===== src/sv/cctm_pkg.sv =====
package cctm_pkg;

    localparam int NUM_CHANNELS = 7;
    localparam int COUNT_BITS   = 16;

    // width of a channel number on the ports, and the slots it can name
    localparam int CH_FIELD_W = 3;
    localparam int CH_SLOTS   = 2 ** CH_FIELD_W;

    // index width for the channel arrays
    localparam int CH_W = (NUM_CHANNELS > 1) ? $clog2(NUM_CHANNELS) : 1;

    localparam logic [CH_FIELD_W-1:0] NO_CHANNEL = CH_FIELD_W'(CH_SLOTS - 1);
    localparam logic [CH_FIELD_W-1:0] FIRST_FREE_RESET = CH_FIELD_W'(2);

    localparam int ERR_CREATE  = 0;
    localparam int ERR_RELEASE = 1;

    typedef enum logic [1:0] {
        CMD_TICK    = 2'd0,
        CMD_TAKE    = 2'd1,
        CMD_RELEASE = 2'd2,
        CMD_ADJUST  = 2'd3
    } t_cmd_code;

    typedef enum logic [1:0] {
        KIND_TAKE    = 2'd0,
        KIND_RELEASE = 2'd1,
        KIND_ADJUST  = 2'd2,
        KIND_FIRE    = 2'd3
    } t_kind;

    typedef enum logic [1:0] {
        ST_IDLE = 2'd0,
        ST_EXEC = 2'd1,
        ST_SCAN = 2'd2
    } t_state;

    // controller to datapath
    typedef struct packed {
        logic accept;     // latch the input transaction
        logic exec_tick;  // advance counter, capture channel matches
        logic exec_op;    // run take / release / adjust and load its reply
        logic fire;       // serve the lowest pending fire
    } t_dp_cmd;

    // datapath to controller
    typedef struct packed {
        logic is_tick;
        logic any_hit;
        logic pend_any;
        logic last_hit;
        logic out_free;
    } t_dp_stat;

endpackage


===== src/sv/cctm_ctrl.sv =====
module cctm_ctrl (
    input  logic               i_clk,
    input  logic               i_rst_n,
    input  logic               i_in_valid,
    input  cctm_pkg::t_dp_stat i_stat,
    output cctm_pkg::t_dp_cmd  o_cmd,
    output logic               o_in_stall
);

    cctm_pkg::t_state r_state;
    cctm_pkg::t_state n_state;

    always_ff @(posedge i_clk) begin
        if (!i_rst_n) begin
            r_state <= cctm_pkg::ST_IDLE;
        end else begin
            r_state <= n_state;
        end
    end

    always_comb begin
        n_state = r_state;
        unique case (r_state)
            cctm_pkg::ST_IDLE: begin
                if (i_in_valid) begin
                    n_state = cctm_pkg::ST_EXEC;
                end
            end
            cctm_pkg::ST_EXEC: begin
                if (i_stat.is_tick) begin
                    n_state = i_stat.any_hit ? cctm_pkg::ST_SCAN : cctm_pkg::ST_IDLE;
                end else if (i_stat.out_free) begin
                    n_state = cctm_pkg::ST_IDLE;
                end
            end
            cctm_pkg::ST_SCAN: begin
                if (i_stat.out_free && i_stat.last_hit) begin
                    n_state = cctm_pkg::ST_IDLE;
                end
            end
            default: begin
                n_state = cctm_pkg::ST_IDLE;
            end
        endcase
    end

    always_comb begin
        o_cmd      = '0;
        o_in_stall = 1'b1;
        unique case (r_state)
            cctm_pkg::ST_IDLE: begin
                o_in_stall   = 1'b0;
                o_cmd.accept = i_in_valid;
            end
            cctm_pkg::ST_EXEC: begin
                o_cmd.exec_tick = i_stat.is_tick;
                o_cmd.exec_op   = !i_stat.is_tick && i_stat.out_free;
            end
            cctm_pkg::ST_SCAN: begin
                o_cmd.fire = i_stat.out_free;
            end
            default: begin
                o_cmd = '0;
            end
        endcase
    end

endmodule


===== src/sv/cctm_dp.sv =====
module cctm_dp (
    input  logic                                i_clk,
    input  logic                                i_rst_n,
    input  cctm_pkg::t_dp_cmd                   i_cmd_ctl,
    output cctm_pkg::t_dp_stat                  o_stat,
    input  logic                                i_cfg_we,
    input  logic [cctm_pkg::CH_FIELD_W-1:0]     i_cfg_data,
    input  logic [1:0]                          i_cmd,
    input  logic [cctm_pkg::CH_FIELD_W-1:0]     i_channel,
    input  logic                                i_pick_any,
    input  logic [15:0]                         i_interval,
    input  logic                                i_single_shot,
    input  logic [15:0]                         i_adjust_amount,
    input  logic                                i_out_stall,
    output logic                                o_out_valid,
    output logic [1:0]                          o_kind,
    output logic [cctm_pkg::CH_FIELD_W-1:0]     o_result_channel,
    output logic                                o_ok,
    output logic [1:0]                          o_error_flags,
    output logic                                o_last
);

    localparam int N  = cctm_pkg::NUM_CHANNELS;
    localparam int CB = cctm_pkg::COUNT_BITS;
    localparam int CW = cctm_pkg::CH_W;
    localparam int FW = cctm_pkg::CH_FIELD_W;

    // latched transaction
    cctm_pkg::t_cmd_code r_cmd;
    logic [FW-1:0]       r_ch;
    logic                r_pick;
    logic [15:0]         r_interval;
    logic                r_single;
    logic [15:0]         r_amount;

    // control state
    logic [CB-1:0] r_cnt;
    logic [N-1:0]  r_busy;
    logic [N-1:0]  n_busy;
    logic [N-1:0]  r_pend;
    logic [N-1:0]  n_pend;
    logic [1:0]    r_err;
    logic [1:0]    n_err;
    logic [FW-1:0] r_ffc;

    // channel store
    logic [CB-1:0] r_cmp [N];
    logic [CB-1:0] r_per [N];
    logic          r_one [N];

    // output register
    logic                r_out_valid;
    cctm_pkg::t_kind     r_kind;
    logic [FW-1:0]       r_rch;
    logic                r_ok;
    logic [1:0]          r_oerr;
    logic                r_last;
    cctm_pkg::t_kind     n_kind;
    logic [FW-1:0]       n_rch;
    logic                n_ok;
    logic                n_last;
    logic                load_out;

    logic [CB-1:0]            cnt_inc;
    logic [N-1:0]             hit;
    logic [cctm_pkg::CH_SLOTS-1:0] busy_ext;
    logic                     ch_ok;
    logic                     pick_found;
    logic [CW-1:0]            pick_idx;
    logic                     take_ok;
    logic [CW-1:0]            take_idx;
    logic                     adj_ok;
    logic [CW-1:0]            fire_idx;
    logic [N-1:0]             fire_bit;
    logic [CW-1:0]            rd_idx;
    logic [CB-1:0]            rd_cmp;
    logic [CB-1:0]            rd_per;
    logic                     rd_one;
    logic                     wr_en;
    logic                     wr_full;
    logic [CW-1:0]            wr_idx;
    logic [CB-1:0]            wr_cmp;

    assign cnt_inc  = r_cnt + CB'(1);
    assign busy_ext = cctm_pkg::CH_SLOTS'(r_busy);
    assign ch_ok    = r_ch < FW'(N);

    always_comb begin
        for (int i = 0; i < N; i++) begin
            hit[i] = r_busy[i] && (r_cmp[i] == cnt_inc);
        end
    end

    // lowest free channel at or above the configured floor
    always_comb begin
        pick_found = 1'b0;
        pick_idx   = '0;
        for (int i = 0; i < N; i++) begin
            if (!pick_found && !r_busy[i] && (FW'(i) >= r_ffc)) begin
                pick_found = 1'b1;
                pick_idx   = CW'(i);
            end
        end
    end

    // lowest pending fire
    always_comb begin
        fire_idx = '0;
        for (int i = N - 1; i >= 0; i--) begin
            if (r_pend[i]) begin
                fire_idx = CW'(i);
            end
        end
        fire_bit = N'(1) << fire_idx;
    end

    assign take_ok  = r_pick ? pick_found : (ch_ok && !busy_ext[r_ch]);
    assign take_idx = r_pick ? pick_idx : r_ch[CW-1:0];
    assign adj_ok   = ch_ok && busy_ext[r_ch];

    assign rd_idx = i_cmd_ctl.fire ? fire_idx : r_ch[CW-1:0];
    assign rd_cmp = r_cmp[rd_idx];
    assign rd_per = r_per[rd_idx];
    assign rd_one = r_one[rd_idx];

    always_comb begin
        wr_en    = 1'b0;
        wr_full  = 1'b0;
        wr_idx   = take_idx;
        wr_cmp   = rd_cmp;
        n_busy   = r_busy;
        n_pend   = r_pend;
        n_err    = r_err;
        n_kind   = cctm_pkg::KIND_FIRE;
        n_rch    = r_ch;
        n_ok     = 1'b1;
        n_last   = 1'b1;
        load_out = 1'b0;
        if (i_cmd_ctl.exec_tick) begin
            n_pend = hit;
        end
        if (i_cmd_ctl.exec_op) begin
            load_out = 1'b1;
            unique case (r_cmd)
                cctm_pkg::CMD_TAKE: begin
                    n_kind = cctm_pkg::KIND_TAKE;
                    if (take_ok) begin
                        wr_en            = 1'b1;
                        wr_full          = 1'b1;
                        wr_cmp           = r_cnt + CB'(r_interval);
                        n_busy[take_idx] = 1'b1;
                        n_rch            = FW'(take_idx);
                    end else begin
                        n_err[cctm_pkg::ERR_CREATE] = 1'b1;
                        n_rch = cctm_pkg::NO_CHANNEL;
                        n_ok  = 1'b0;
                    end
                end
                cctm_pkg::CMD_RELEASE: begin
                    n_kind = cctm_pkg::KIND_RELEASE;
                    if (ch_ok) begin
                        n_busy[r_ch[CW-1:0]] = 1'b0;
                    end else begin
                        n_err[cctm_pkg::ERR_RELEASE] = 1'b1;
                        n_ok = 1'b0;
                    end
                end
                cctm_pkg::CMD_ADJUST: begin
                    n_kind = cctm_pkg::KIND_ADJUST;
                    n_ok   = adj_ok;
                    if (adj_ok) begin
                        wr_en  = 1'b1;
                        wr_idx = r_ch[CW-1:0];
                        wr_cmp = rd_cmp + CB'(r_amount);
                    end
                end
                default: begin
                    load_out = 1'b0;
                end
            endcase
        end
        if (i_cmd_ctl.fire) begin
            load_out = 1'b1;
            wr_en    = 1'b1;
            wr_idx   = fire_idx;
            wr_cmp   = rd_cmp + rd_per;
            n_pend   = r_pend & ~fire_bit;
            n_last   = (r_pend & ~fire_bit) == '0;
            n_kind   = cctm_pkg::KIND_FIRE;
            n_rch    = FW'(fire_idx);
            if (rd_one) begin
                n_busy[fire_idx] = 1'b0;
            end
        end
    end

    // control registers
    always_ff @(posedge i_clk) begin
        if (!i_rst_n) begin
            r_cnt       <= '0;
            r_busy      <= '0;
            r_pend      <= '0;
            r_err       <= '0;
            r_ffc       <= cctm_pkg::FIRST_FREE_RESET;
            r_out_valid <= 1'b0;
        end else begin
            if (i_cmd_ctl.exec_tick) begin
                r_cnt <= cnt_inc;
            end
            if (i_cfg_we) begin
                r_ffc <= i_cfg_data;
            end
            r_busy <= n_busy;
            r_pend <= n_pend;
            r_err  <= n_err;
            if (load_out) begin
                r_out_valid <= 1'b1;
            end else if (!i_out_stall) begin
                r_out_valid <= 1'b0;
            end
        end
    end

    // payload registers
    always_ff @(posedge i_clk) begin
        if (i_cmd_ctl.accept) begin
            r_cmd      <= cctm_pkg::t_cmd_code'(i_cmd);
            r_ch       <= i_channel;
            r_pick     <= i_pick_any;
            r_interval <= i_interval;
            r_single   <= i_single_shot;
            r_amount   <= i_adjust_amount;
        end
        if (wr_en) begin
            r_cmp[wr_idx] <= wr_cmp;
        end
        if (wr_full) begin
            r_per[wr_idx] <= CB'(r_interval);
            r_one[wr_idx] <= r_single;
        end
        if (load_out) begin
            r_kind <= n_kind;
            r_rch  <= n_rch;
            r_ok   <= n_ok;
            r_oerr <= n_err;
            r_last <= n_last;
        end
    end

    assign o_stat.is_tick  = r_cmd == cctm_pkg::CMD_TICK;
    assign o_stat.any_hit  = |hit;
    assign o_stat.pend_any = |r_pend;
    assign o_stat.last_hit = (r_pend & ~fire_bit) == '0;
    assign o_stat.out_free = !r_out_valid || !i_out_stall;

    assign o_out_valid      = r_out_valid;
    assign o_kind           = r_kind;
    assign o_result_channel = r_rch;
    assign o_ok             = r_ok;
    assign o_error_flags    = r_oerr;
    assign o_last           = r_last;

endmodule


===== src/sv/compare_channel_timer_manager.sv =====
// take, release and adjust: the transaction is latched, then its reply is registered once the
//   output is free; the next transaction is taken only after that reply is loaded
// tick: the counter advances and all channels are matched at once, then one fire per
//   cycle while the output is not stalled, through the shared compare reload adder
// output register decouples the sides; a held result only stalls the next emit
// synchronous active-low reset: counter, busy bits and sticky errors clear, floor = 2
module compare_channel_timer_manager (
    input  logic                            i_clk,
    input  logic                            i_rst_n,
    // configuration: first channel automatic allocation may hand out
    input  logic                            i_cfg_we,
    input  logic [cctm_pkg::CH_FIELD_W-1:0] i_cfg_data,
    // command transaction
    input  logic                            i_in_valid,
    output logic                            o_in_stall,
    input  logic [1:0]                      i_cmd,
    input  logic [cctm_pkg::CH_FIELD_W-1:0] i_channel,
    input  logic                            i_pick_any,
    input  logic [15:0]                     i_interval,
    input  logic                            i_single_shot,
    input  logic [15:0]                     i_adjust_amount,
    // result transaction
    output logic                            o_out_valid,
    input  logic                            i_out_stall,
    output logic [1:0]                      o_kind,
    output logic [cctm_pkg::CH_FIELD_W-1:0] o_result_channel,
    output logic                            o_ok,
    output logic [1:0]                      o_error_flags,
    output logic                            o_last
);

    cctm_pkg::t_dp_cmd  s_cmd;
    cctm_pkg::t_dp_stat s_stat;

    // sequencer: idle / execute / fire scan
    cctm_ctrl u_ctrl (
        .i_clk      (i_clk),
        .i_rst_n    (i_rst_n),
        .i_in_valid (i_in_valid),
        .i_stat     (s_stat),
        .o_cmd      (s_cmd),
        .o_in_stall (o_in_stall)
    );

    // counter, channel store, allocation search, result register
    cctm_dp u_dp (
        .i_clk            (i_clk),
        .i_rst_n          (i_rst_n),
        .i_cmd_ctl        (s_cmd),
        .o_stat           (s_stat),
        .i_cfg_we         (i_cfg_we),
        .i_cfg_data       (i_cfg_data),
        .i_cmd            (i_cmd),
        .i_channel        (i_channel),
        .i_pick_any       (i_pick_any),
        .i_interval       (i_interval),
        .i_single_shot    (i_single_shot),
        .i_adjust_amount  (i_adjust_amount),
        .i_out_stall      (i_out_stall),
        .o_out_valid      (o_out_valid),
        .o_kind           (o_kind),
        .o_result_channel (o_result_channel),
        .o_ok             (o_ok),
        .o_error_flags    (o_error_flags),
        .o_last           (o_last)
    );

`ifndef SYNTHESIS
    // once a transaction is taken the block is busy on the next cycle
    a_accept_busy: assert property (@(posedge i_clk) disable iff (!i_rst_n)
        s_cmd.accept |=> o_in_stall)
        else $error("input not stalled after accepting a transaction");

    // a fire step always has a matched channel to serve
    a_fire_pending: assert property (@(posedge i_clk) disable iff (!i_rst_n)
        s_cmd.fire |-> s_stat.pend_any)
        else $error("fire step with no pending channel");

    // a new result never overwrites one the receiver is still holding off
    a_no_overwrite: assert property (@(posedge i_clk) disable iff (!i_rst_n)
        (s_cmd.exec_op || s_cmd.fire) |-> (!o_out_valid || !i_out_stall))
        else $error("result register loaded while stalled");
`endif

endmodule

===== config.mk =====
export PLATFORM = sky130hd
export DESIGN_NAME = compare_channel_timer_manager
export DESIGN_NICKNAME = d
export VERILOG_FILES = /design/src/sv/cctm_pkg.sv /design/src/sv/cctm_ctrl.sv /design/src/sv/cctm_dp.sv /design/src/sv/compare_channel_timer_manager.sv
export SDC_FILE = /design/constraint.sdc
export NUM_CORES = 1
export LEC_CHECK = 0
export BUFFER_PORTS_ARGS = -buffer_cell sky130_fd_sc_hd__buf_2
export CAP_MARGIN = 30
export CORE_MARGIN = 4
export CORE_UTILIZATION = 40
export CTS_CLUSTER_SIZE = 20
export DETAILED_ROUTE_END_ITERATION = 8
export GPL_TIMING_DRIVEN = 0
export PLACE_DENSITY_LB_ADDON = 0.05
export RECOVER_POWER = 50
export SLEW_MARGIN = 10
export SYNTH_ARGS = -nofsm -noshare
export SYNTH_HDL_FRONTEND = slang
export SYNTH_SLANG_ARGS = --single-unit

===== constraint.sdc =====
create_clock -name i_clk -period 7.45 [get_ports i_clk]
set_input_delay 1.49 -clock i_clk [delete_from_list [all_inputs] [get_ports i_clk]]
set_output_delay 1.49 -clock i_clk [all_outputs]
set_load 0.03 [all_outputs]

==> impl.org <==
** Run status
- Status :: complete, but fails checks
- Failing checks :: max-capacitance violations, max-slew violations

** Synthesis
- Post-synth cell types :: 92
- Gate count of the mapped netlist :: 1766
- Number of enable-type register cells in the synthesized netlist :: just under 300
- The Yosys step of the flow raised 0 warnings.
- Post-Syn Area per Cell :: roughly 10 µm²
- Sequential fraction of the synthesis area :: 52.3%
- After synthesis the netlist holds a flip-flop and latch count of 333.
- Synth async-reset ratio :: 0%
- Among all flip-flop cells after synthesis, the most frequent one is sky130_fd_sc_hd__edfxtp_1.
- After synthesis the cells add up to 18400 µm².

** Clock tree
- CTS saw 333 sinks.
- Source-to-sink clock delay at the later pin of the worst-skew pair :: ~0.58 ns
- TritonCTS created 40 clock buffers.
- After clock tree synthesis, the clock-pin slew on the worst setup and hold paths is approximately 0.060 ns.
- The clock passes through at most 3 buffers.
- TritonCTS built the clock tree.
- Clock tree synthesis selected as its root buffer the cell sky130_fd_sc_hd__clkbuf_16.
- H-tree depth :: 2
- Hold bufs inserted after CTS :: 0

** STA
- Fraction of the cycle the final worst path needs :: 97.5%
- Final number of setup-violating endpoints :: 0
- The routed design could run at a clock period as short as just over 7 ns.
- Peak Freq :: between 100 and 150 MHz
- Min Hold Slack :: between 0.5 and 0.6 ns
- The number of hold violations in the final report came to 0.
- For the final database, setup skew stands at 0.0249 ns.
- The number of max-slew violations in the final report was 51.
- For the pin with the worst max-slew slack, the measured transition is 2.22 ns.
- Setup repair after global routing left no endpoint under its margin.
- Max-Slew Margin vs Limit :: -48.7%

** Run
- Maximum Capacitance Violations :: 3

** Layout
- Of the cells placed in the final design, the portion with a size suffix greater than 1 is 9.87%.
- The repair_antennas step left the layout with diodes totalling 0.
- Utilization of the core after routing :: between 40% and 50%
- After the last flow step, the layout net total stands at 1994.
- Counting the fill cells in the layout gives 4343.
- Layout overhead on the synthesized area :: 13.9%

** Place
- Routability-driven placement finished with a final weighted congestion of 0.951.
- Input and output buffers added on the ports amount to 56.
- After legalization and detailed placement, the total HPWL measured 52.0 mm.

** Critical path
- Worst Path Max Fanout :: 10
- Across all register-to-register paths, the minimum setup slack is 0.75 ns.
- Worst Path Buf+Inv :: 3
- Signal arrival time at the worst endpoint :: 7.53 ns
- STA classifies the critical path startpoint as an input pin.
- In this design, the stage delay of the slowest critical-path cell is 0.79 ns.
- Standard cell with the maximum stage delay on the critical path :: sky130_fd_sc_hd__o21ai_1
- STA puts the critical path data required time at 7.72 ns.
- The worst setup path is of the in -> reg kind.
- The signal on the critical path passes through clkbuf_1 > nand2_1 > nand2_1 > or3_1 > clkbuf_1 > nand2_2 > buf_2 > o21ai_0 > o21ai_1 > ha_1 > a211oi_1 > nor2_1 > o31ai_1 > nand2b_1 > a21oi_1 > o21ai_0 > xor2_1 > a21oi_1 > a22oi_1.
- The cell family contributing the most delay on the critical path is compound AO/OA/AOI/OAI gates.
- CP Capture Type :: flop

** Global route
- For this run the aggregate overflow at the end of global routing stands at 0.
- Maximum number of pins on one net before global-route repair :: 26
- All-Layer GR Usage :: 27.3%
- The via count of the first global-routing pass is 14200.
- Wire length of the first global-routing pass :: ~100 mm
- Antenna violations before repair :: 2

** Floorplan
- Placement Rows :: 78
- In this run the vertical extent of the chip is 222 µm.
- between 50 and 60 I/O pins were placed.
- The die covers between 40000 and 50000 µm².
- The region available for standard cell placement spans 45400 µm².
- Width of the die :: 222 µm
- Initial cell density of the core :: 40.5%

** Drt
- In this run, the number of DRC markers left after iteration 0 of detailed routing was 1656.
- Number of routed nets with antenna violations :: 0
- In the routed design, unresolved DRC markers number 0.
- Dividing the detail-routed wire length by the instance count gives 27.6 µm.
- Before antenna repair, the detailed router went through 5 iterations.
- The routed layout has 14900 vias.
- For this block, the routed nets add up to approximately 70 mm of wire.
- Vias per cell :: between 5 and 6

** Min path
- The worst hold path belongs to the class reg -> reg.

** Power
- For this design the ratio of total power to cell area is 223 nW/µm².
- Peak supply drop :: 0.180 mV
- Overall power consumption after layout is estimated at 4.67 mW.
- Leak :: 7.31 nW
-- sequential cells by signal, indices dropped and copies added, names as in the netlist, 7 cells and up --
name,cells
u_dp.r_pend,7
u_dp.r_amount,16
u_dp.r_one,7
u_dp.r_cnt,16
u_dp.r_busy,7
u_dp.r_interval,16
u_dp.r_per,112
u_dp.r_cmp,128
-- worst register-to-register path, stage by stage (launching register included) --
cell and delay (ns):
sky130_fd_sc_hd__dfxtp_1 0.36, sky130_fd_sc_hd__nor2_1 0.35, sky130_fd_sc_hd__o311ai_0 0.34, sky130_fd_sc_hd__nor2_1 0.48, sky130_fd_sc_hd__a21o_1 0.14, sky130_fd_sc_hd__buf_2 0.31, sky130_fd_sc_hd__buf_2 0.36, sky130_fd_sc_hd__clkbuf_1 0.51
sky130_fd_sc_hd__clkbuf_2 0.39, sky130_fd_sc_hd__nand2_1 0.09, sky130_fd_sc_hd__nand3_1 0.10, sky130_fd_sc_hd__nand3_1 0.08, sky130_fd_sc_hd__o21ai_0 0.16, sky130_fd_sc_hd__ha_1 0.29, sky130_fd_sc_hd__inv_1 0.08, sky130_fd_sc_hd__fa_1 0.43
sky130_fd_sc_hd__nor2b_1 0.17, sky130_fd_sc_hd__o31ai_1 0.12, sky130_fd_sc_hd__a21oi_1 0.18, sky130_fd_sc_hd__nor2_1 0.10, sky130_fd_sc_hd__o311a_1 0.42, sky130_fd_sc_hd__a21oi_1 0.23, sky130_fd_sc_hd__mux2i_1 0.10, sky130_fd_sc_hd__o21ai_0 0.30
sky130_fd_sc_hd__nand4_1 0.13, sky130_fd_sc_hd__buf_4 0.21
-- placed cells by master, fill, tap and decap left out, drive strengths merged, types with 22 or more instances in the layout --
cell type | Yosys | final
inv | 28 | 30
ha | 50 | 50
nor3 | 25 | 25
xnor2 | 92 | 92
o21ai | 97 | 97
nand2b | 22 | 22
a21oi | 94 | 94
xor2 | 68 | 68
clkbuf | 61 | 132
nand2 | 276 | 276
buf | 34 | 81
nand4 | 24 | 24
dfxtp | 38 | 38
nor2 | 101 | 101
nand3 | 146 | 146
edfxtp | 295 | 295
-- layout make-up --
class                   count  area [µm²]  area share (%)
repair buffers             72         380            1.82
inverters                  29         109           0.520
clock buffers              47        1040            4.95
flip-flops and latches    333        9620            45.9
multi-input cells        1324        8350            39.9
well taps                 600         751            3.59
plain buffers              94         400            1.91
clock inverters            27         293            1.40
-- metal layers --
metal  wire length, µm  global-route usage, %  part of all wire, %  up-vias
li1                  -                      -                    -     6774
met1             31200                   39.4                   45     7334
met2             30400                   41.5                   44      654
met3              6000                   5.92                  8.6      106
met4              2090                   8.27                  3.0        0
met5                 0                      0                    0        -
-- report_power, final --
group | leakage (nW) | internal [mW] | switching (mW) | total [mW]
sequential | 3.00 | 2.08 | 0.0286 | 2.11
clock | 0.637 | 1.18 | 0.832 | 2.01
combinational | 3.68 | 0.175 | 0.370 | 0.545
-- metrics by stage --
step           instances  setup TNS, ns  cell area, µm²  worst slack [ns]
2_1_floorplan       1781              0           18400              1.55
3_3_place_gp        2437         -70.37           19500             -1.32
3_5_place_dp        2450         -56.05           19700             -1.24
4_1_cts             2524              0           21000             0.128
5_1_grt             2526              0           20900            0.0399
6_report            2526              0           20900             0.187
-- synth_stat cells (all sizes together), types with 13 or more instances --
library cell / count / area share (%)
ha: 50 / 3.4
o211ai: 13 / 0.53
buf: 34 / 0.91
and2: 21 / 0.71
clkbuf: 61 / 1.2
dfxtp: 38 / 4.1
nor2b: 14 / 0.48
nand4: 24 / 0.90
a21boi: 13 / 0.53
nand3: 146 / 4.0
nor3: 25 / 0.77
a221oi: 13 / 0.65
xnor2: 92 / 4.5
nand2b: 22 / 0.75
a21oi: 94 / 2.6
o21ai: 97 / 2.6
inv: 28 / 0.57
nand2: 276 / 5.6
o21a: 15 / 0.61
nor4: 14 / 0.71
nor2: 101 / 2.1
xor2: 68 / 3.3
edfxtp: 295 / 48
-- cells by family after synthesis --
logic type               count (synthesis)  synth area share, %
other                                    1               0.0204
buffers and inverters                  124                 2.74
adder cells (fa/ha/maj)                 55                 3.84
flip-flops                             333                 52.3
multiplexers                            19                 1.46
AND/OR/NAND/NOR                        691                 18.0
AO/OA/AOI/OAI                          382                 13.7
XOR/XNOR                               161                 7.93
-- path summary, 6_finish.rpt --
| check | startpoint | to | depth (start not counted) |
|---|---|---|---|
| max | i_out_stall | u_dp.r_cmp[3][9]$_DFFE_PP_ | 19 |
| min | u_dp.r_err[0]$_SDFF_PN0_ | u_dp.o_error_flags[0]$_DFFE_PP_ | 1 |
| max reg2reg | u_dp.r_pend[2]$_SDFFE_PN0P_ | u_dp.r_cmp[0][14]$_DFFE_PP_ | 25 |
| min reg2reg | u_dp.r_err[0]$_SDFF_PN0_ | u_dp.o_error_flags[0]$_DFFE_PP_ | 1 |
-- repair_timing --
| item | in CTS | in global routing |
|---|---|---|
| gates resized for setup | 5 | 12 |
| buffers inserted | 1 | 0 |
| pin swaps | 1 | 0 |
| setup endpoints to repair | 48 | 56 |
Note: power is estimated with default switching activity, not from simulation.
